<file path="src/owm_pkg.sv">
package owm_pkg;

  localparam int unsigned TickW   = 12;
  localparam int unsigned ByteW   = 8;
  localparam int unsigned BitIdxW = 3;
  localparam int unsigned CfgIdxW = 3;

  typedef logic [TickW-1:0] tick_t;

  // fixed read slot timing
  localparam tick_t READ_LOW_TICKS    = tick_t'(5);
  localparam tick_t READ_SAMPLE_TICKS = tick_t'(5);

  // register reset values
  localparam tick_t REST_RST       = tick_t'(2000);
  localparam tick_t RST_LOW_RST    = tick_t'(1000);
  localparam tick_t PRES_WAIT_RST  = tick_t'(30);
  localparam tick_t PRES_END_RST   = tick_t'(1000);
  localparam tick_t WR_ONE_RST     = tick_t'(8);
  localparam tick_t WR_ZERO_RST    = tick_t'(90);
  localparam tick_t WR_REC_RST     = tick_t'(10);
  localparam tick_t RD_REC_RST     = tick_t'(100);

  typedef enum logic [1:0] {
    CMD_NONE  = 2'd0,
    CMD_RESET = 2'd1,
    CMD_WRITE = 2'd2,
    CMD_READ  = 2'd3
  } cmd_e;

  typedef enum logic [1:0] {
    ST_PRESENT     = 2'd0,
    ST_STUCK_LOW   = 2'd1,
    ST_NO_PRESENCE = 2'd2,
    ST_NOT_ENDED   = 2'd3
  } status_e;

  typedef enum logic [CfgIdxW-1:0] {
    REG_REST      = 3'd0,
    REG_RST_LOW   = 3'd1,
    REG_PRES_WAIT = 3'd2,
    REG_PRES_END  = 3'd3,
    REG_WR_ONE    = 3'd4,
    REG_WR_ZERO   = 3'd5,
    REG_WR_REC    = 3'd6,
    REG_RD_REC    = 3'd7
  } cfg_idx_e;

  typedef struct packed {
    tick_t rest_ticks;
    tick_t reset_low_ticks;
    tick_t presence_wait_ticks;
    tick_t presence_end_ticks;
    tick_t write_one_low_ticks;
    tick_t write_zero_low_ticks;
    tick_t write_recovery_ticks;
    tick_t read_recovery_ticks;
  } cfg_t;

  typedef struct packed {
    logic             drive_low;
    logic             busy_res;
    logic             done_res;
    logic [1:0]       presence_status;
    logic [ByteW-1:0] read_data;
  } res_t;

endpackage

</file>
<file path="src/owm_if.sv">
interface owm_in_if;
  import owm_pkg::*;
  logic             valid;
  logic             ready;
  logic [1:0]       command;
  logic [ByteW-1:0] data_byte;
  logic             line_level;

  modport source (output valid, command, data_byte, line_level, input ready);
  modport sink   (input valid, command, data_byte, line_level, output ready);
endinterface

interface owm_out_if;
  import owm_pkg::*;
  logic             valid;
  logic             ready;
  logic             drive_low;
  logic             busy_res;
  logic             done_res;
  logic [1:0]       presence_status;
  logic [ByteW-1:0] read_data;

  modport source (output valid, drive_low, busy_res, done_res, presence_status, read_data,
                  input ready);
  modport sink   (input valid, drive_low, busy_res, done_res, presence_status, read_data,
                  output ready);
endinterface

</file>
<file path="src/owm_cfg.sv">
module owm_cfg (
  input  logic                            clk_i,
  input  logic                            rst_ni,
  input  logic                            cfg_we_i,
  input  logic [owm_pkg::CfgIdxW-1:0]     cfg_idx_i,
  input  logic [owm_pkg::TickW-1:0]       cfg_data_i,
  output owm_pkg::cfg_t                   cfg_o
);
  import owm_pkg::*;

  cfg_t cfg_q, cfg_d;

  always_comb begin
    cfg_d = cfg_q;
    if (cfg_we_i) begin
      unique case (cfg_idx_e'(cfg_idx_i))
        REG_REST:      cfg_d.rest_ticks           = cfg_data_i;
        REG_RST_LOW:   cfg_d.reset_low_ticks      = cfg_data_i;
        REG_PRES_WAIT: cfg_d.presence_wait_ticks  = cfg_data_i;
        REG_PRES_END:  cfg_d.presence_end_ticks   = cfg_data_i;
        REG_WR_ONE:    cfg_d.write_one_low_ticks  = cfg_data_i;
        REG_WR_ZERO:   cfg_d.write_zero_low_ticks = cfg_data_i;
        REG_WR_REC:    cfg_d.write_recovery_ticks = cfg_data_i;
        REG_RD_REC:    cfg_d.read_recovery_ticks  = cfg_data_i;
        default:       cfg_d = cfg_q;
      endcase
    end
  end

  always_ff @(posedge clk_i or negedge rst_ni) begin
    if (!rst_ni) begin
      cfg_q.rest_ticks           <= REST_RST;
      cfg_q.reset_low_ticks      <= RST_LOW_RST;
      cfg_q.presence_wait_ticks  <= PRES_WAIT_RST;
      cfg_q.presence_end_ticks   <= PRES_END_RST;
      cfg_q.write_one_low_ticks  <= WR_ONE_RST;
      cfg_q.write_zero_low_ticks <= WR_ZERO_RST;
      cfg_q.write_recovery_ticks <= WR_REC_RST;
      cfg_q.read_recovery_ticks  <= RD_REC_RST;
    end else begin
      cfg_q <= cfg_d;
    end
  end

  assign cfg_o = cfg_q;

endmodule

</file>
<file path="src/owm_core.sv">
module owm_core (
  input  logic                        clk_i,
  input  logic                        rst_ni,
  input  logic                        step_i,
  input  logic [1:0]                  command_i,
  input  logic [owm_pkg::ByteW-1:0]   data_byte_i,
  input  logic                        line_level_i,
  input  owm_pkg::cfg_t               cfg_i,
  output owm_pkg::res_t               res_o
);
  import owm_pkg::*;

  typedef enum logic [9:0] {
    PH_IDLE      = 10'b00_0000_0001,
    PH_REST      = 10'b00_0000_0010,
    PH_RST_LOW   = 10'b00_0000_0100,
    PH_PRES_WAIT = 10'b00_0000_1000,
    PH_PRES_END  = 10'b00_0001_0000,
    PH_WR_LOW    = 10'b00_0010_0000,
    PH_WR_REC    = 10'b00_0100_0000,
    PH_RD_LOW    = 10'b00_1000_0000,
    PH_RD_WAIT   = 10'b01_0000_0000,
    PH_RD_REC    = 10'b10_0000_0000
  } phase_e;

  phase_e               phase_q, phase_d, phase_c;
  tick_t                tick_q, tick_d, tick_c, tick_n;
  tick_t                len_raw, len;
  logic [BitIdxW-1:0]   bit_q, bit_d, bit_c;
  logic [ByteW-1:0]     shift_q, shift_d, shift_c;
  logic [1:0]           status_q, status_d;
  logic [ByteW-1:0]     rdata_q, rdata_d;
  logic                 start, drive, done;

  always_comb begin
    // command pickup in idle, effective on this same tick
    start   = (phase_q == PH_IDLE) && (cmd_e'(command_i) != CMD_NONE);
    phase_c = phase_q;
    tick_c  = tick_q;
    bit_c   = bit_q;
    shift_c = shift_q;
    if (start) begin
      bit_c  = '0;
      tick_c = '0;
      unique case (cmd_e'(command_i))
        CMD_RESET: phase_c = PH_REST;
        CMD_WRITE: begin
          phase_c = PH_WR_LOW;
          shift_c = data_byte_i;
        end
        CMD_READ: begin
          phase_c = PH_RD_LOW;
          shift_c = '0;
        end
        default: phase_c = phase_q;
      endcase
    end

    unique case (phase_c)
      PH_REST:      len_raw = cfg_i.rest_ticks;
      PH_RST_LOW:   len_raw = cfg_i.reset_low_ticks;
      PH_PRES_WAIT: len_raw = cfg_i.presence_wait_ticks;
      PH_PRES_END:  len_raw = cfg_i.presence_end_ticks;
      PH_WR_LOW:    len_raw = shift_c[0] ? cfg_i.write_one_low_ticks
                                         : cfg_i.write_zero_low_ticks;
      PH_WR_REC:    len_raw = cfg_i.write_recovery_ticks;
      PH_RD_LOW:    len_raw = READ_LOW_TICKS;
      PH_RD_WAIT:   len_raw = READ_SAMPLE_TICKS;
      PH_RD_REC:    len_raw = cfg_i.read_recovery_ticks;
      default:      len_raw = tick_t'(1);
    endcase
    // zero length behaves as a single tick
    len = (len_raw == '0) ? tick_t'(1) : len_raw;

    tick_n   = tick_c + tick_t'(1);
    phase_d  = phase_c;
    tick_d   = tick_c;
    bit_d    = bit_c;
    shift_d  = shift_c;
    status_d = status_q;
    rdata_d  = rdata_q;
    drive    = 1'b0;
    done     = 1'b0;

    if (phase_c != PH_IDLE) begin
      drive  = (phase_c == PH_RST_LOW) || (phase_c == PH_WR_LOW) || (phase_c == PH_RD_LOW);
      tick_d = tick_n;
      if (tick_n >= len) begin
        tick_d = '0;
        unique case (phase_c)
          PH_REST: begin
            if (!line_level_i) begin
              status_d = ST_STUCK_LOW;
              done     = 1'b1;
            end else begin
              phase_d = PH_RST_LOW;
            end
          end
          PH_RST_LOW: phase_d = PH_PRES_WAIT;
          PH_PRES_WAIT: begin
            if (line_level_i) begin
              status_d = ST_NO_PRESENCE;
              done     = 1'b1;
            end else begin
              phase_d = PH_PRES_END;
            end
          end
          PH_PRES_END: begin
            status_d = line_level_i ? ST_PRESENT : ST_NOT_ENDED;
            done     = 1'b1;
          end
          PH_WR_LOW: phase_d = PH_WR_REC;
          PH_WR_REC: begin
            if (bit_c == '1) begin
              done = 1'b1;
            end else begin
              shift_d = {1'b0, shift_c[ByteW-1:1]};
              bit_d   = bit_c + BitIdxW'(1);
              phase_d = PH_WR_LOW;
            end
          end
          PH_RD_LOW: phase_d = PH_RD_WAIT;
          PH_RD_WAIT: begin
            // bits arrive lsb first, so shift in from the top
            shift_d = {line_level_i, shift_c[ByteW-1:1]};
            phase_d = PH_RD_REC;
          end
          PH_RD_REC: begin
            if (bit_c == '1) begin
              rdata_d = shift_c;
              done    = 1'b1;
            end else begin
              bit_d   = bit_c + BitIdxW'(1);
              phase_d = PH_RD_LOW;
            end
          end
          default: done = 1'b1;
        endcase
        if (done) begin
          phase_d = PH_IDLE;
        end
      end
    end

    res_o.drive_low       = drive;
    res_o.busy_res        = (phase_d != PH_IDLE);
    res_o.done_res        = done;
    res_o.presence_status = status_d;
    res_o.read_data       = rdata_d;
  end

  always_ff @(posedge clk_i or negedge rst_ni) begin
    if (!rst_ni) begin
      phase_q  <= PH_IDLE;
      tick_q   <= '0;
      bit_q    <= '0;
      shift_q  <= '0;
      status_q <= '0;
      rdata_q  <= '0;
    end else if (step_i) begin
      phase_q  <= phase_d;
      tick_q   <= tick_d;
      bit_q    <= bit_d;
      shift_q  <= shift_d;
      status_q <= status_d;
      rdata_q  <= rdata_d;
    end
  end

endmodule

</file>
<file path="src/onewire_master.sv">
// timed 1-wire bus master
// in_if carries one request per microsecond tick: the sampled bus level and an
//   optional command (reset with presence check, write byte, read byte; lsb first)
// out_if returns one result per request: drive_low for the open-drain pad,
//   busy/done flags, last presence status and last read byte
// cfg port: 12-bit timing registers written by index; the user must write them
//   only while the master is idle, which the block itself does not enforce
// output: a request's result is registered and shows on out_if in the cycle
//   after acceptance; one request per cycle while in_if.ready is high
// reset: sequencer idle, status and read byte cleared, timing registers
//   return to their defaults, output register empty
// stall: a held result stays on out_if; in_if.ready drops only while the
//   output register is full and not being taken
module onewire_master (
  input  logic                          clk_i,
  input  logic                          rst_ni,
  owm_in_if.sink                        in_if,
  owm_out_if.source                     out_if,
  input  logic                          cfg_we_i,
  input  logic [owm_pkg::CfgIdxW-1:0]   cfg_idx_i,
  input  logic [owm_pkg::TickW-1:0]     cfg_data_i
);
  import owm_pkg::*;

  cfg_t  cfg;
  res_t  res;
  res_t  out_q;
  logic  out_valid_q;
  logic  in_ready;
  logic  accept;

  // output register can take a new result when empty or draining this cycle
  assign in_ready = !out_valid_q || out_if.ready;
  assign accept   = in_if.valid && in_ready;
  assign in_if.ready = in_ready;

  owm_cfg u_cfg (
    .clk_i      (clk_i),
    .rst_ni     (rst_ni),
    .cfg_we_i   (cfg_we_i),
    .cfg_idx_i  (cfg_idx_i),
    .cfg_data_i (cfg_data_i),
    .cfg_o      (cfg)
  );

  // sequencer: advances one tick per accepted request
  owm_core u_core (
    .clk_i        (clk_i),
    .rst_ni       (rst_ni),
    .step_i       (accept),
    .command_i    (in_if.command),
    .data_byte_i  (in_if.data_byte),
    .line_level_i (in_if.line_level),
    .cfg_i        (cfg),
    .res_o        (res)
  );

  always_ff @(posedge clk_i or negedge rst_ni) begin
    if (!rst_ni) begin
      out_valid_q <= 1'b0;
    end else if (accept) begin
      out_valid_q <= 1'b1;
    end else if (out_if.ready) begin
      out_valid_q <= 1'b0;
    end
  end

  // payload register, no reset needed
  always_ff @(posedge clk_i) begin
    if (accept) begin
      out_q <= res;
    end
  end

  assign out_if.valid           = out_valid_q;
  assign out_if.drive_low       = out_q.drive_low;
  assign out_if.busy_res        = out_q.busy_res;
  assign out_if.done_res        = out_q.done_res;
  assign out_if.presence_status = out_q.presence_status;
  assign out_if.read_data       = out_q.read_data;

endmodule

</file>
<file path="src/flat_wrapper.sv">
// flat-port wrapper written by rule: the top's interface ports become plain ports
module onewire_master_flat import owm_pkg::*;
  (clk_i, rst_ni, cfg_we_i, cfg_idx_i, cfg_data_i, in_if_valid, in_if_command, in_if_data_byte, in_if_line_level, in_if_ready, out_if_valid, out_if_drive_low, out_if_busy_res, out_if_done_res, out_if_presence_status, out_if_read_data, out_if_ready);
  owm_in_if in_if_i ();
  owm_out_if out_if_i ();
  input  logic clk_i;
  input  logic rst_ni;
  input  logic cfg_we_i;
  input  logic [owm_pkg::CfgIdxW-1:0] cfg_idx_i;
  input  logic [owm_pkg::TickW-1:0] cfg_data_i;
  input wire logic [$bits(in_if_i.valid)-1:0] in_if_valid;
  input wire logic [$bits(in_if_i.command)-1:0] in_if_command;
  input wire logic [$bits(in_if_i.data_byte)-1:0] in_if_data_byte;
  input wire logic [$bits(in_if_i.line_level)-1:0] in_if_line_level;
  output wire logic [$bits(in_if_i.ready)-1:0] in_if_ready;
  output wire logic [$bits(out_if_i.valid)-1:0] out_if_valid;
  output wire logic [$bits(out_if_i.drive_low)-1:0] out_if_drive_low;
  output wire logic [$bits(out_if_i.busy_res)-1:0] out_if_busy_res;
  output wire logic [$bits(out_if_i.done_res)-1:0] out_if_done_res;
  output wire logic [$bits(out_if_i.presence_status)-1:0] out_if_presence_status;
  output wire logic [$bits(out_if_i.read_data)-1:0] out_if_read_data;
  input wire logic [$bits(out_if_i.ready)-1:0] out_if_ready;
  assign in_if_i.valid = in_if_valid;
  assign in_if_i.command = in_if_command;
  assign in_if_i.data_byte = in_if_data_byte;
  assign in_if_i.line_level = in_if_line_level;
  assign in_if_ready = in_if_i.ready;
  assign out_if_valid = out_if_i.valid;
  assign out_if_drive_low = out_if_i.drive_low;
  assign out_if_busy_res = out_if_i.busy_res;
  assign out_if_done_res = out_if_i.done_res;
  assign out_if_presence_status = out_if_i.presence_status;
  assign out_if_read_data = out_if_i.read_data;
  assign out_if_i.ready = out_if_ready;
  onewire_master u_core (.clk_i(clk_i), .rst_ni(rst_ni), .in_if(in_if_i), .out_if(out_if_i), .cfg_we_i(cfg_we_i), .cfg_idx_i(cfg_idx_i), .cfg_data_i(cfg_data_i));
endmodule
</file>
<file path="config.mk">
export PLATFORM = sky130hd
export DESIGN_NAME = onewire_master_flat
export DESIGN_NICKNAME = d
export VERILOG_FILES = /design/src/owm_pkg.sv /design/src/owm_if.sv /design/src/owm_cfg.sv /design/src/owm_core.sv /design/src/onewire_master.sv /design/src/flat_wrapper.sv
export SDC_FILE = /design/constraint.sdc
export NUM_CORES = 1
export LEC_CHECK = 0
export BUFFER_PORTS_ARGS = -buffer_cell sky130_fd_sc_hd__buf_2
export CORE_MARGIN = 1
export CORE_UTILIZATION = 61
export DETAILED_ROUTE_END_ITERATION = 12
export MAX_ROUTING_LAYER = met4
export PLACE_DENSITY = 0.8
export SETUP_SLACK_MARGIN = 0.5
export SLEW_MARGIN = 20
export SYNTH_ARGS = -nofsm -noshare
export SYNTH_HDL_FRONTEND = slang
export SYNTH_HIERARCHICAL = 1
export SYNTH_SLANG_ARGS = --single-unit
</file>
<file path="constraint.sdc">
create_clock -name clk_i -period 13.7 [get_ports clk_i]
set_input_delay 2.74 -clock clk_i [delete_from_list [all_inputs] [get_ports clk_i]]
set_output_delay 2.74 -clock clk_i [all_outputs]
set_load 0.01 [all_outputs]
</file>
## Word level (Yosys, flattened, before mapping)

Index checks and enable logic that the tools add are counted.

| operators by class | value |
|---|---|
| add/subtract/negate cells | 2 |
| reduce and logical (&&, ||, !) cells | 22 |
| multiplexer cells | 45 |
| equality and inequality tests | 23 |
| $lt $le $gt $ge | 1 |

Operator list:

| cell | number |
|---|---|
| $pmux W12 S8 | 1 |
| $mux W10 | 8 |
| $pmux W10 S8 | 1 |
| $mux W8 | 8 |
| $mux W12 | 5 |
| $pmux W8 S2 | 2 |
| $pmux W10 S3 | 1 |
| $ne A10 B1 Y1 const B | 2 |
| $reduce_and A2 Y1 | 9 |
| $eq A3 B3 Y1 const B | 5 |
| $mux W3 | 5 |
| $add A12 B1 Y12 const B | 1 |
| $ge A12 B12 Y1 | 1 |
| $logic_not A12 Y1 | 1 |
| $eq A10 B1 Y1 const B | 1 |
| $eq A10 B10 Y1 const B | 1 |
| $eq A10 B2 Y1 const B | 1 |
| $eq A10 B3 Y1 const B | 1 |
| $eq A10 B4 Y1 const B | 1 |
| $eq A10 B5 Y1 const B | 1 |
| $eq A10 B6 Y1 const B | 1 |
| $eq A10 B7 Y1 const B | 1 |
| $eq A10 B8 Y1 const B | 1 |
| $eq A10 B9 Y1 const B | 1 |
| other kinds (16) | 33 |

| word-level totals | value |
|---|---|
| input port bits | 31 |
| word-level logic and storage cells | 113 |
| output and inout port bits | 15 |
| register bits after elaboration | 153 |

## Logic depth before layout (Yosys ltp)

Gate-level depths: netlist of the first run.

| depth | value |
|---|---|
| word-level depth | 15 |
| depth in mapped cells | 24 |
| mapped depth without buffers | 19 |

## By module

The synthesis of the first run kept the hierarchy.

By module, submodules not included:

| module | area each (um2) | seq. area each (um2) | times used | cells an instance |
|---|---|---|---|---|
| owm_core | 3,788.6 | 1,077.3 | 1 | 441 |
| owm_cfg | 3,714.8 | 2,442.3 | 1 | 208 |
| onewire_master | 444.2 | 415.4 | 1 | 17 |

## Least setup slack after synthesis of the first run

No wires, ideal clock.

| timing path | value |
|---|---|
| kind | input to register |
| start | input port in_if_command[1] |
| end | register u_core.u_core.phase_q[5] |
| required time | 13.563 ns |
| path buffers | 3 |
| arrival | 6.309 ns |
| slack | 7.254 ns |
| library setup time | 0.137 ns |
| stages on the path | 19 |
| cell sequence | nand3b_1 -> nor4_4 -> mux2i_1 -> buf_4 -> mux2i_1 -> nor2_1 -> nor2_2 -> nand3_1 -> o31ai_1 -> ha_1 -> o21ai_0 -> a21oi_1 -> o21ai_0 -> a21oi_1 -> clkbuf_1 -> buf_1 -> a21oi_1 -> a31oi_1 -> a21oi_1 |

| on the way | value |
|---|---|
| cells in the longest elaborated chain, start to end | 11 |
| elaborated cells between the ends (all ways) | 43 |
| classes of those cells | add/sub: 1; order compare: 1; eq/ne: 14; mux: 21; reduce/logical: 6 |

Ends and longest elaborated chain:

| item | RTL line | text |
|---|---|---|
| from (decl) | flat_wrapper.sv:12 | `input wire logic [$bits(in_if_i.command)-1:0] in_if_command;` |
| $eq A2 B2 Y1, or another cell as far along | owm_core.sv:45 | `unique case (cmd_e'(command_i))` |
| $pmux W10 S3 / $logic_and A1 B1 Y1 (equally long branches) | owm_core.sv:45, owm_core.sv:37 |  |
| $mux W10 / $mux W3 (equally long branches) | owm_core.sv:42 | `if (start) begin` |
| $eq A10 B8 Y1, or another cell as far along | owm_core.sv:59, owm_core.sv:90 |  |
| $reduce_or A2 Y1 (no line), or another cell as far along | - |  |
| $pmux W12 S8 / $pmux W1 S4 (equally long branches) | owm_core.sv:59, owm_core.sv:90 |  |
| $logic_not A12 Y1 / $mux W1 (equally long branches) | owm_core.sv:73, owm_core.sv:88 |  |
| $mux W12 / $mux W1 (equally long branches) | owm_core.sv:73, owm_core.sv:85 |  |
| $ge A12 B12 Y1 / $mux W10 (equally long branches) | owm_core.sv:88, owm_core.sv:139 |  |
| $mux W10 | owm_core.sv:88 | `if (tick_n >= len) begin` |
| $mux W10 * | owm_core.sv:85 | `if (phase_c != PH_IDLE) begin` |
| to (signal assigned) | owm_core.sv:161 | `phase_q <= phase_d;` |
| to (decl) | owm_core.sv:26 | `phase_e phase_q, phase_d, phase_c;` |

Mark *: on every way between the ends. The rest lies on a longest branch, timed or not. The select of a mux whose other input is x is not followed.
A chain may end at the register's enable or synchronous reset.

## Final worst setup path of the first run

| timing path | value |
|---|---|
| start | input port in_if_command[1] |
| end | register u_core.u_core.rdata_q[7] |

| on the way | value |
|---|---|
| cells in the longest elaborated chain, start to end | 11 |
| elaborated cells between the ends (all ways) | 33 |
| classes of those cells | add/sub: 1; order compare: 1; eq/ne: 14; mux: 13; reduce/logical: 4 |

Ends and longest elaborated chain:

| item | RTL line | text |
|---|---|---|
| $eq A2 B2 Y1, or another cell as far along | owm_core.sv:45 |  |
| $pmux W10 S3 / $logic_and A1 B1 Y1 (equally long branches) | owm_core.sv:45, owm_core.sv:37 |  |
| $mux W10 | owm_core.sv:42 |  |
| $eq A10 B8 Y1 / $eq A10 B9 Y1 (equally long branches) | owm_core.sv:59 | `unique case (phase_c)` |
| $reduce_or A2 Y1 (no line) | - |  |
| $pmux W12 S8 | owm_core.sv:59 |  |
| $logic_not A12 Y1 | owm_core.sv:73 | `len = (len_raw == '0) ? tick_t'(1) : len_raw;` |
| $mux W12 | owm_core.sv:73 |  |
| $ge A12 B12 Y1 | owm_core.sv:88 |  |
| $mux W8 | owm_core.sv:88 |  |
| $mux W8 * | owm_core.sv:85 |  |
| to (signal assigned) | owm_core.sv:166 | `rdata_q <= rdata_d;` |
| to (decl) | owm_core.sv:32 | `logic [ByteW-1:0] rdata_q, rdata_d;` |

Mark *: on every way between the ends. The rest lies on a longest branch, timed or not.

==> results of run 1 <==
==> per-layer routing <==
metal  part of all wire (%)  up-vias  global-route usage [%]  routed length [um]
met5                      0        -                       -                   0
met1                     42     2910                   39.02                7981
li1                       -     2585                       -                   -
met2                     48      226                   48.25                9042
met3                    6.5       47                   6.175                1215
met4                    3.0        0                   15.98                 560
==> synthesized netlist by cell type (all sizes together), types with 4 or more instances <==
library cell  instances  area share [%]
buf                  16             1.7
nand4                 5            0.39
or3                   4            0.38
and4                  5            0.58
nor3                  7            0.57
or2                   4            0.31
a21oi                16             1.0
a22o                  6            0.66
ha                   14             2.2
dfstp                33              11
nor4                  4            0.58
a31oi                 6            0.47
nor2b                 6            0.47
inv                  14            0.66
mux2i                20             2.5
o22ai                 5            0.39
nand4b                6            0.66
nand2b               11            0.96
mux2                105              15
o31ai                 4            0.38
xor2                  4            0.54
and2                  6            0.50
edfxtp               13             4.9
nand2                42             2.0
nor2                 33             1.6
dfrtp               107              34
a22oi                 7            0.66
a21o                  9            0.94
o2bb2ai               7            0.77
clkbuf               23             1.1
o21a                  5            0.47
a222oi               20             2.5
nand3                20             1.8
xnor2                 4            0.44
o21ai                30             1.9
o211a                 8             1.0
==> cells in the final DEF, fill, tap and decap left out, types with 14 or more instances in the layout <==
master                      count
sky130_fd_sc_hd__a21oi_1       15
sky130_fd_sc_hd__a222oi_1      20
sky130_fd_sc_hd__buf_2         44
sky130_fd_sc_hd__clkbuf_16     18
sky130_fd_sc_hd__dfrtp_1      107
sky130_fd_sc_hd__dfstp_2       33
sky130_fd_sc_hd__ha_1          14
sky130_fd_sc_hd__mux2_2        99
sky130_fd_sc_hd__mux2i_1       19
sky130_fd_sc_hd__nand2_1       42
sky130_fd_sc_hd__nand3_1       15
sky130_fd_sc_hd__nor2_1        31
sky130_fd_sc_hd__o21ai_0       26
==> power by group through the flow <==
stage,clock network (mW),registers (mW),logic (mW)
after CTS,0.481,0.646,0.647
after floorplan,0,0.628,0.514
after detailed placement,0,0.653,0.643
final,0.474,0.648,0.658
after global placement,0,0.645,0.619
after global routing,0.499,0.660,0.724
==> kinds of logic (layout without fill, tap and decap cells) <==
group,after synthesis,count (layout),synth area share [%]
and+or+nand+nor,167,167,12.66
xor gates and xnor gates,8,8,0.9761
buffers and inverters,54,98,3.463
DFF,153,153,49.51
muxes,125,125,17.59
AOI/OAI and AO/OA,145,145,13.60
adders and majority gates,14,14,2.204
==> per-stage QoR <==
stage	hold WS (ns)	utilization [%]	power (mW)	std cells
final	0.4788	69.75	1.779	882
after global routing	0.4972	69.75	1.883	882
after CTS	0.4807	69.72	1.774	882
after detailed placement	0.4665	64.99	1.295	850
after global placement	0.4596	64.99	1.264	850
after floorplan	0.4493	-	1.142	666
==> registers in the layout, indices dropped and copies added (netlist names), 3 cells and up <==
| register | cells |
|---|---|
| u_core/u_cfg/cfg_o | 96 |
| u_core/u_core/shift_q | 8 |
| u_core/out_if.read_data | 8 |
| u_core/u_core/tick_q | 12 |
| u_core/u_core/bit_q | 3 |
| u_core/u_core/rdata_q | 8 |
| u_core/u_core/phase_q | 10 |
==> final cells by class <==
cell class | count | area (sq um)
flip-flops and latches | 153 | 3935
repair buffers | 51 | 280.3
inverters | 15 | 56.30
well taps | 172 | 215.2
fillers | 937 | 3832
multi-input cells | 459 | 3752
clock buffers | 24 | 493.0
clock inverters | 8 | 106.4
==> path summary, 6_finish.rpt <==
| check | from | to | cells past startpoint |
|---|---|---|---|
| worst max register to register | u_core/u_core/phase_q[8] | u_core/u_core/rdata_q[7] | 19 |
| worst min register to register | u_core/u_core/shift_q[1] | u_core/u_core/shift_q[1] | 1 |
| max in group asynchronous | rst_ni | u_core/u_cfg/cfg_o[89] | 2 |
| worst max-delay path | in_if_command[1] | u_core/u_core/rdata_q[7] | 17 |
| min in group asynchronous | rst_ni | u_core/u_core/tick_q[4] | 1 |
| worst min-delay path | u_core/u_core/shift_q[1] | u_core/u_core/shift_q[1] | 1 |
==> worst max-delay path, stage by stage <==
cell,delay [ns]
sky130_fd_sc_hd__buf_2,0.14
sky130_fd_sc_hd__nand3b_1,0.15
sky130_fd_sc_hd__or4_1,0.70
sky130_fd_sc_hd__a21boi_0,0.62
sky130_fd_sc_hd__a222oi_1,0.16
sky130_fd_sc_hd__o211a_1,0.24
sky130_fd_sc_hd__nand3_1,0.09
sky130_fd_sc_hd__o31ai_1,0.09
sky130_fd_sc_hd__ha_1,0.29
sky130_fd_sc_hd__o21ai_0,0.08
sky130_fd_sc_hd__a21oi_1,0.11
sky130_fd_sc_hd__o21ai_0,0.11
sky130_fd_sc_hd__a21oi_2,0.12
sky130_fd_sc_hd__buf_4,0.29
sky130_fd_sc_hd__and2_1,0.43
sky130_fd_sc_hd__nand3_2,0.31
sky130_fd_sc_hd__mux2_2,0.36
==> flow_results.org, run 1 <==
** STA
- Post-layout minimum cycle time :: 6.720 ns
- Setup repair after global routing left no endpoint under its margin.
- For the pin with the worst max-slew slack, the measured transition is 1.093 ns.
- Setup violations remaining at the end of the flow were counted as 0.
- Derived from the worst setup path, the maximum achievable clock frequency is 148.8 MHz.
- The clock arrives with 0.009683 ns of skew.
- Final Slew Violations :: 0
- Final Hold Violating Endpoints :: 0
- Headroom to the max-slew limit came out at 26.85%.
- Part of the cycle the worst path needs :: 49.05%
- In the final timing run, aggregate negative setup slack is 0 ns.
- Worst-case setup margin in the final layout :: 6.980 ns

** Detailed routing
- For this block, the initial DRC count from the detailed router was 487.
- Vias/cell :: 6.540
- After detailed routing, the number of remaining DRC violations is 0.
- Wire per inst :: 21.32 um
- Total length of routed wires :: 18800 um
- Number of nets with antenna violations after routing :: 0
- The first TritonRoute pass finished after 5 iterations.
- Total number of vias :: 5768

** Logic synthesis
- Average size of a mapped cell :: 11.93 sq um
- Counting every instance in the synthesized netlist gives 666.
- Count of different cell masters after synthesis :: 79
- After synthesis, flip-flops and latches occupy 49.51% of the total area.
- The Yosys step of the flow raised 6 warnings.
- Synthesis produced a netlist with a net count of 711.
- Netlist Area Pre-Place :: 7948 sq um
- Synthesized flop and latch total :: 153
- EDFF count, synth :: 13
- Counting flops with an async set or reset pin after synthesis yields a share of 91.50%.
- Synth Flop Type :: sky130_fd_sc_hd__dfrtp_1

** Clock network
- Clock Sinks :: 153
- The clock passes through at most 2 buffers.
- At the later pin of the worst-skew pair, clock insertion delay measures 0.43 ns.
- # resized after CTS :: 0
- H-Tree Depth :: 4
- Clock transition at the registers of the reported paths :: 0.06 ns
- For this design, the CTS-stage hold fixing added 0 buffers.
- CTS buffer count :: 17
- TritonCTS built the clock tree.
- The tree is rooted in a sky130_fd_sc_hd__clkbuf_16.
- Number of post-CTS setup repair buffers :: 0

** Power and ir drop
- Cell internal power was estimated by the tool at 1.130 mW.
- Switching share of power :: 36.46%
- Comb pwr share :: 37.0%
- Flop pwr share :: 36.4%
- For this design the ratio of total power to cell area is 201.3 nW/um^2.
- Part of the power in the clock network :: 26.6%
- For this design the total switching power over the nets is 0.6486 mW.
- Max VDD drop :: 0.0001404 V
- Leakage :: 3.819 nW

** GRT
- After global routing the overflow that remains totals 0.
- Largest net degree at the start of global routing :: 89
- The via count of the first global-routing pass was 5740.
- Number of antenna violations at the first check in global routing :: 0
- Global routing consumed, over all layers together, 31.15% of the routing resources.
- The first global-routing pass estimated 30110 um of wire.

** Die
- Initial core utilization :: 62.72%
- Die Footprint :: 13490 sq um
- Number of placed I/O pins :: 46
- In this run the vertical extent of the chip is 116.1 um.
- Horizontal extent of the die :: 116.1 um
- Placeable core region :: 12670 sq um
- # rows :: 41

** Worst hold path
- Tightest Hold Check Type :: reg -> reg

** Cells and area
- With fillers left out, the area of the finished cells amounts to 8838 sq um.
- 0 antenna diodes ended up in the layout.
- Of the cells placed in the final design, the portion with a size suffix greater than 1 is 34.65%.
- Relative to the synthesized area, the layout overhead comes to 11.21%.
- Final layout net count :: 742

** Place
- Before CTS, the worst setup slack after placement is 6.617 ns.
- The congestion estimate from routability-driven global placement came to 0.8532.
- IO Port Bufs :: 45
- Placed cell area :: 8235 sq um
- DP HPWL :: 12260 um

** Run status
- The flow ran to the end, and the final reports show no timing, DRC or antenna violations.

** Job
- Maximum capacitance violations :: 0

** Setup path
- Crit path capture type :: register
- CP Data Required Time :: 14.02 ns
- The worst setup path is launched from an input port.
- Of all nets on the critical path, the largest fanout is 23.
- Minimum setup slack among reg-to-reg paths :: 8.24 ns
- Worst Setup Path Type :: in -> reg
- Data on the critical path arrives at its endpoint at 7.04 ns.
Note: power is estimated with default switching activity, not from simulation.
==> run 2: changes to the inputs <==
==> constraint.sdc (replaced) <==
create_clock -name clk_i -period 6.88 [get_ports clk_i]
set_input_delay 1.376 -clock clk_i [delete_from_list [all_inputs] [get_ports clk_i]]
set_output_delay 1.376 -clock clk_i [all_outputs]
set_load 0.01 [all_outputs]
==> run 2 against run 1 <==
  * Critical path type is now reg -> reg
  * Worst hold slack improved by 0.014 ns
  * Cell count increased by 0.11%
  * Design area about the same
  * Worst setup slack got worse by 5.5 ns
  * First-iteration DRC count increased by 30%
  * Sequential share of layout area about the same
  * Critical path depth increased by 2
  * Via count decreased by 0.87%
  * Clock skew decreased by 0.0025 ns
  * Clock power increased by 100%
==> flow_results.org, run 2 (synthesis results as in run 1) <==
** Run status
- The flow ran to the end, and the final reports show no timing, DRC or antenna violations.

** Setup path
- CP Data Required Time :: 7.18 ns (-6.84 ns)
- Launching element of the worst setup path :: u_core/u_core/phase_q[8]
- Following the worst setup path forward leads to its endpoint at u_core/u_core/rdata_q[7].
- The number of cells on the worst reg-to-reg path is 19 (unchanged).
- Crit. path cell count :: 19 (+2)
- Critical Path Slowest Stage Cell :: sky130_fd_sc_hd__or4_4
- Critical path, cell by cell :: or4_4 > or3_1 > or3_4 > and2_1 > ha_1 > nand3_1 > nor2_1 > and4_4 > nand3_2 > xor2_2 > nor2_1 > ha_1 > o21a_1 > o21a_1 > o22ai_1 > a21oi_2 > and2_1 > nand3_2 > mux2_2
- The highest net fanout along the worst path was 11 (-52%).
- The delay of the slowest critical-path stage came to 0.62 ns (-0.08 ns).
- Critical path launch point type :: register
- Minimum setup slack among reg-to-reg paths :: 1.49 ns (-6.75 ns)
- In this run the critical register-to-register path is launched from u_core/u_core/phase_q[8].
- R2R Path End :: u_core/u_core/rdata_q[7]
- The sum of buffers and inverters on the critical path came to 0 (-2).
- Cell class contributing the biggest share of worst-path delay :: simple AND/OR/NAND/NOR gates
- Endpoint arrival time on the critical path :: 5.69 ns (-1.35 ns)
- STA classifies the critical path endpoint as a register.
- Worst Setup Path Type :: reg -> reg

** Power and ir drop
- The combinational share of power came to 36.8% (-0.2 points).
- Cell internal pwr :: 2.255 mW (+99%)
- The peak supply drop was 0.0002359 V (+68%).
- Flop pwr share :: 36.3% (about the same)
- Leakage :: 3.826 nW (+0.18%)
- The switching power summed over all nets was 1.311 mW (+100%).
- The total power of the final layout came to 3.566 mW (+100%).
- Power density over the cells :: 403.3 nW/um^2 (+100%)
- Switching share of power :: 36.77% (+0.31 points)
- The clock network fraction of total power was 26.9% (+0.3 points).

** Cells and area
- Most frequent cells in the layout :: sky130_fd_sc_hd__dfrtp_1 (107), sky130_fd_sc_hd__mux2_2 (99), sky130_fd_sc_hd__buf_2 (44)
- Finished Core Util :: 69.78% (about the same)
- The library cell used most frequently in the layout, excluding fill and tap cells, is sky130_fd_sc_hd__dfrtp_1.
- Synth-to-layout area growth :: 11.26% (about the same)
- Fin area :: 8842 sq um (about the same)
- Layout cell share with drive strength beyond 1 :: 34.93% (+0.28 points)
- Final layout net count :: 742 (unchanged)
- Number of filler cells placed in the layout :: 922 (-1.6%)
- The number of flip-flops in the largest register was 96 (unchanged).

** Detailed routing
- Total length of routed wires :: 19110 um (+1.7%)
- Starting DRC count in detailed routing :: 635 (+30%)
- The number of remaining DRC errors is 0 (unchanged).
- The routed length per placed instance was 21.65 um (+1.5%).
- The number of iterations in the first detailed-routing pass is 7 (+2).
- The average vias per placed instance came to 6.476 (-0.98%).
- The total via count in the routed design is 5718 (-0.87%).
- Number of nets with antenna violations after routing :: 0 (unchanged)

** STA
- The clock period could shrink to 5.385 ns.
- The final setup violation count came to 0 (unchanged).
- Setup repair after global routing left no endpoint under its margin.
- Timing-limited maximum frequency :: 185.7 MHz
- In the finished design, the share of the clock period the worst path needs comes to 78.27%.
- Transition at the pin with the smallest max-transition slack :: 1.033 ns (-0.05921 ns)
- The final-report max-slew violation count came to 0 (unchanged).
- The total count of hold-check failures in the final report was 0 (unchanged).
- Worst slew slack as a fraction of its limit :: 30.82% (+4.0 points)
- The post-route setup TNS was 0 ns (unchanged).
- The worst setup skew after layout is 0.007197 ns (-0.002486 ns).
- The final setup slack of the worst path is 1.495 ns (-5.485 ns).

** GRT
- Largest net degree at the start of global routing :: 78 (-12%)
- Overflow left after global routing :: 0 (unchanged)
- The initial antenna violation count came to 1 (+1).
- Gr usage total :: 31.66% (+0.51 points)
- Vias in the first global route :: 5733 (-0.12%)
- The wire length of the first global-routing pass is 30390 um (+0.94%).

** Die
- Horizontal extent of the die :: 116.1 um (unchanged)
- Die H :: 116.1 um (unchanged)
- Die Footprint :: 13490 sq um (unchanged)
- Initial core utilization :: 62.72% (unchanged)
- The area of the core is 12670 sq um (unchanged).
- Number of placed I/O pins :: 46 (unchanged)
- The site row count is 41 (unchanged).

** Clock network
- The number of buffers created by CTS is 17 (unchanged).
- The post-CTS repair timing setup buffer count came to 0 (unchanged).
- Clock Tree Buf Depth :: 2 (unchanged)
- # resized after CTS :: 0 (unchanged)
- Skew-Pair Late Insertion Delay :: 0.42 ns (about the same)
- Clock tree from TritonCTS :: built
- The number of buffers added to fix hold violations after cts is 0 (unchanged).
- Clock root buffer :: sky130_fd_sc_hd__clkbuf_16
- The total clock sinks was 153 (unchanged).
- H-Tree Depth :: 4 (unchanged)
- The clock transition at the registers of the reported paths is 0.06 ns (about the same).

** Worst hold path
- Tightest Hold Check Type :: reg -> reg

** Place
- The number of buffers added on ports came to 45 (unchanged).
- The detailed placement HPWL came to 12450 um (+1.5%).
- Final estimated routing congestion in global placement :: 0.8982 (+5.3%)
- Worst setup timing slack at the placement stage :: 1.260 ns (-5.357 ns)
- Placed cell area :: 8233 sq um (about the same)

** Job
- The max capacitance violation total is 0 (unchanged).
==> run 2: changes by cell type in the layout (fill, tap and decap cells not counted), sizes merged <==
cell,delta
clkinv,+2
bufinv,+1
inv,+2
clkbuf,-5
diode,+1
==> run 2: worst min path at each step <==
| stage | startpoint | end | slack, ns | depth (start not counted) |
|---|---|---|---|---|
| finish | u_core/u_core/rdata_q[2] | u_core/u_core/rdata_q[2] | 0.49 | 1 |
| global route | u_core/u_core/rdata_q[5] | u_core/u_core/rdata_q[5] | 0.51 | 1 |
| CTS | u_core/u_core/shift_q[5] | u_core/u_core/shift_q[5] | 0.49 | 1 |
| detailed placement | u_core/u_core/shift_q[5] | u_core/u_core/shift_q[5] | 0.47 | 1 |
| global placement | u_core/u_core/shift_q[2] | u_core/u_core/shift_q[2] | 0.46 | 1 |
| floorplan | u_core/u_core/shift_q[1] | u_core/u_core/shift_q[1] | 0.45 | 1 |
==> run 2: layout make-up <==
cell class,instances,area (sq um),area share (%)
timing repair buffer,51,276.5,3.127
inverter,15,56.30,0.6368
tap,172,215.2,2.434
antenna,1,2.502,0.02830
clock buffer,19,442.9,5.009
multi-input combinational,459,3750,42.41
clock inverter,13,163.9,1.854
sequential,153,3935,44.50
==> run 2: metal layers <==
layer / wire, um / vias to the layer above / GRT usage (%)
met5: 0 / - / -
met4: 654 / 0 / 17.44
met3: 1146 / 46 / 7.317
met2: 9496 / 225 / 50.56
met1: 7815 / 2877 / 37.21
li1: - / 2570 / -
==> run 2: power groups by stage <==
| stage | logic [mW] | clock network, mW | registers, mW |
|---|---|---|---|
| after floorplan | 1.02 | 0 | 1.25 |
| after global placement | 1.23 | 0 | 1.29 |
| after detailed placement | 1.29 | 0 | 1.30 |
| after CTS | 1.30 | 0.971 | 1.29 |
| after global routing | 1.44 | 1.01 | 1.32 |
| final | 1.31 | 0.960 | 1.29 |
==> run 2: through the flow <==
stage,hold WS (ns),std cells
floorplan,0.4493,666
global placement,0.4601,850
detailed placement,0.4721,850
CTS,0.4909,882
global route,0.5129,883
finish,0.4931,883
==> run 3: changes to the inputs <==
==> constraint.sdc (replaced) <==
create_clock -name clk_i -period 5.6 [get_ports clk_i]
set_input_delay 1.12 -clock clk_i [delete_from_list [all_inputs] [get_ports clk_i]]
set_output_delay 1.12 -clock clk_i [all_outputs]
set_load 0.01 [all_outputs]
==> run 3 against run 2 <==
  * Design area rose by 1.2%
  * First-iteration DRC count increased by 3.9%
  * Flip-flop and latch count unchanged
  * Sequential power up 23%
  * Via count up 2.4%
  * Global-route usage grew 0.39 points
  * Count of clock-buffer cells in the layout did not move
  * Largest cell class unchanged
  * Utilization rose by 0.81 points
  * Combinational power rose by 35%
  * Clock power rose by 10%
==> flow_results.org, run 3 (synthesis results as in run 1) <==
** Detailed routing
- The total via count in the routed design was 5854 (+2.4%).
- Total length of routed wires :: 19280 um (+0.86%)
- Vias/cell :: 6.526 (+0.78%)
- The DRC marker count from the first detailed-route iteration came to 660 (+3.9%).
- Number of nets with antenna violations after routing :: 0 (unchanged)
- Wire per inst :: 21.49 um (-0.71%)
- DRC violation count after routing :: 0 (unchanged)
- The number of iterations in the first detailed-routing pass came to 6 (-1).

** Power and ir drop
- Max VDD drop :: 0.0003044 V (+29%)
- The total power density per cell area came to 494.0 nW/um^2 (+23%).
- Switching power summed over all nets :: 1.672 mW (+28%)
- The clock network fraction of total power was 24.0% (-2.9 points).
- The part of the total power dissipated in sequential elements was 35.9% (-0.4 points).
- Comb pwr share :: 40.1% (+3.3 points)
- Cell internal pwr :: 2.747 mW (+22%)
- Leakage :: 3.871 nW (+1.2%)
- Tot Pwr :: 4.419 mW (+24%)
- The switching power share of the total was 37.83% (+1.1 points).

** Place
- Number of placed instances with taps included :: 859 (+1.1%)
- The weighted congestion reported at the end of routability-driven placement was 0.9556 (+6.4%).
- The number of buffers added on ports came to 45 (unchanged).
- Worst setup timing slack at the placement stage :: 0.4245 ns (-0.8350 ns)
- The detailed placement HPWL is 12620 um (+1.3%).

** Worst hold path
- In this run the worst hold path is classified as reg -> reg.
- The number of stages on the worst hold path was 1 (unchanged).

** Die
- Number of placed I/O pins :: 46 (unchanged)
- The effective utilization at floorplan was 62.72% (unchanged).
- # rows :: 41 (unchanged)
- The die outline height came to 116.1 um (unchanged).
- Horizontal extent of the die :: 116.1 um (unchanged)
- The die outline area was 13490 sq um (unchanged).
- The area of the core is 12670 sq um (unchanged).

** GRT
- The initial antenna violation count is 1 (unchanged).
- The maximum number of pins on one net before global-route repair came to 101 (+29%).
- The wire length of the first global-routing pass is 30780 um (+1.3%).
- Vias in the first global route :: 5850 (+2.0%)
- Overflow left after global routing :: 0 (unchanged)
- The global routing usage summed across all routing layers was 32.05% (+0.39 points).

** Clock network
- The number of buffers created by CTS came to 17 (unchanged).
- The clock transition at the registers of the reported paths came to 0.06 ns (about the same).
- The total clock sinks was 153 (unchanged).
- The tree is rooted in a sky130_fd_sc_hd__clkbuf_16.
- Clock Tree Buf Depth :: 2 (unchanged)
- TritonCTS built the clock tree.
- The count of H-tree levels built during CTS is 4 (unchanged).
- Skew-Pair Late Insertion Delay :: 0.43 ns (about the same)

** STA
- Transition at the pin with the smallest max-transition slack :: 1.070 ns (+0.03633 ns)
- The final critical-path required period is 4.877 ns (-0.5077 ns).
- Final setup skew :: 0.007824 ns (+0.0006267 ns)
- Setup repair after global routing left no endpoint under its margin.
- Worst slew slack as a fraction of its limit :: 28.38% (-2.4 points)
- Final Hold Violating Endpoints :: 0 (unchanged)
- Part of the cycle the worst path needs :: 87.10% (+8.8 points)
- Endpoints failing setup :: 0 (unchanged)
- Worst-case setup margin in the final layout :: 0.7226 ns (-0.7723 ns)
- Final Slew Violations :: 0 (unchanged)
- The maximum operating frequency was 205.0 MHz (+10%).
- The post-route setup TNS was 0 ns (unchanged).

** Cells and area
- Layout cell share with drive strength beyond 1 :: 37.57% (+2.6 points)
- Most common cell after layout, fill and taps aside :: sky130_fd_sc_hd__dfrtp_1
- The number of fill cells in the layout was 918 (-0.43%).
- Final instance count without filler cells :: 897 (+1.6%)
- Final layout net count :: 756 (+1.9%)
- Most frequent cells in the layout :: sky130_fd_sc_hd__dfrtp_1 (107), sky130_fd_sc_hd__mux2_2 (99), sky130_fd_sc_hd__buf_2 (44)
- The number of flip-flops in the largest register came to 96 (unchanged).
- Synth-to-layout area growth :: 12.55%

** Setup path
- Worst-path maximum fanout :: 18 (+7)
- Critical path launch point type :: register
- R2R cell count :: 20 (+1)
- STA classifies the critical path endpoint as a register.
- The arrival time reported for the critical path endpoint was 5.02 ns (-0.67 ns).
- CP Data Required Time :: 5.74 ns (-1.44 ns)
- Worst Setup Path Type :: reg -> reg

** Job
- Maximum capacitance violations :: 0 (unchanged)

** Run status
- The run finished with clean final reports.
==> run 3: changes by cell type in the layout (fill, tap and decap cells not counted), sizes merged <==
cell	before	now
buf	51	65
bufinv	3	0
clkinv	5	8
clkinvlp	0	2
inv	20	18
==> run 3: stage by stage <==
stage                     hold slack (ns)  util (%)  cell area (sq um)
after floorplan                    0.4493         -               7948
after global placement             0.4615     65.51               8300
after detailed placement           0.4664     65.51               8300
after CTS                          0.4804     69.87               8853
after global routing               0.4867     70.59               8945
final                              0.4780     70.59               8945
==> run 3: worst paths after layout <==
kind / from / endpoint / slack (ns)
max in group asynchronous: rst_ni / u_core/u_cfg/cfg_o[62] / 3.65
hold / removal: u_core/u_core/shift_q[3] / u_core/u_core/shift_q[3] / 0.48
hold reg to reg: u_core/u_core/shift_q[3] / u_core/u_core/shift_q[3] / 0.48
setup / recovery: u_core/u_core/phase_q[3] / u_core/out_if.presence_status[0] / 0.72
min in group asynchronous: rst_ni / u_core/u_core/tick_q[0] / 0.76
setup reg to reg: u_core/u_core/phase_q[3] / u_core/out_if.presence_status[0] / 0.72
==> run 3: area by class of cell <==
type / count / area, sq um / share of cell area [%]
timing repair buffer: 65 / 385.4 / 4.308
multi-input combinational: 459 / 3804 / 42.52
clock inverter: 13 / 92.59 / 1.035
antenna: 1 / 2.502 / 0.02798
clock buffer: 19 / 454.2 / 5.078
inverter: 15 / 56.30 / 0.6295
tap: 172 / 215.2 / 2.406
sequential: 153 / 3935 / 43.99
==> run 3: per-layer routing <==
layer / global-route usage [%] / part of all wire (%) / wire length, um
met4: 16.67 / 3.5 / 679
met2: 50.32 / 49 / 9486
met5: - / 0 / 0
met1: 39.38 / 41 / 7921
met3: 6.539 / 6.2 / 1190
==> run 3: critical path, stage by stage, from the launching register on <==
cell	delay, ns
sky130_fd_sc_hd__dfrtp_1	0.42
sky130_fd_sc_hd__or4_4	0.58
sky130_fd_sc_hd__or3_4	0.38
sky130_fd_sc_hd__or3_4	0.45
sky130_fd_sc_hd__and2_4	0.19
sky130_fd_sc_hd__ha_1	0.22
sky130_fd_sc_hd__nand3_1	0.12
sky130_fd_sc_hd__nor2_1	0.08
sky130_fd_sc_hd__and4_4	0.21
sky130_fd_sc_hd__nand3_2	0.09
sky130_fd_sc_hd__xor2_2	0.13
sky130_fd_sc_hd__nor2_1	0.07
sky130_fd_sc_hd__ha_1	0.28
sky130_fd_sc_hd__o21a_1	0.12
sky130_fd_sc_hd__o21a_1	0.10
sky130_fd_sc_hd__o22ai_1	0.11
sky130_fd_sc_hd__a21oi_4	0.26
sky130_fd_sc_hd__buf_6	0.26
sky130_fd_sc_hd__nand2_2	0.12
sky130_fd_sc_hd__o21ai_0	0.19
sky130_fd_sc_hd__o21ai_0	0.18
==> run 3: what timing repair did <==
action | CTS | global route
setup endpoints to repair | 8 | 43
pin swaps | 0 | 4
endpoints found under the hold margin | 0 | 0
gates resized for setup | 2 | 13
setup buffers | 0 | 5
hold buffers | 0 | 0
==> run 3: power by group through the flow <==
stage	Clock (mW)	Sequential, mW	Combinational, mW
5_1_grt	1.12	1.62	1.92
3_3_place_gp	0	1.58	1.52
3_5_place_dp	0	1.60	1.58
6_report	1.06	1.59	1.77
4_1_cts	1.08	1.58	1.60
2_1_floorplan	0	1.54	1.26
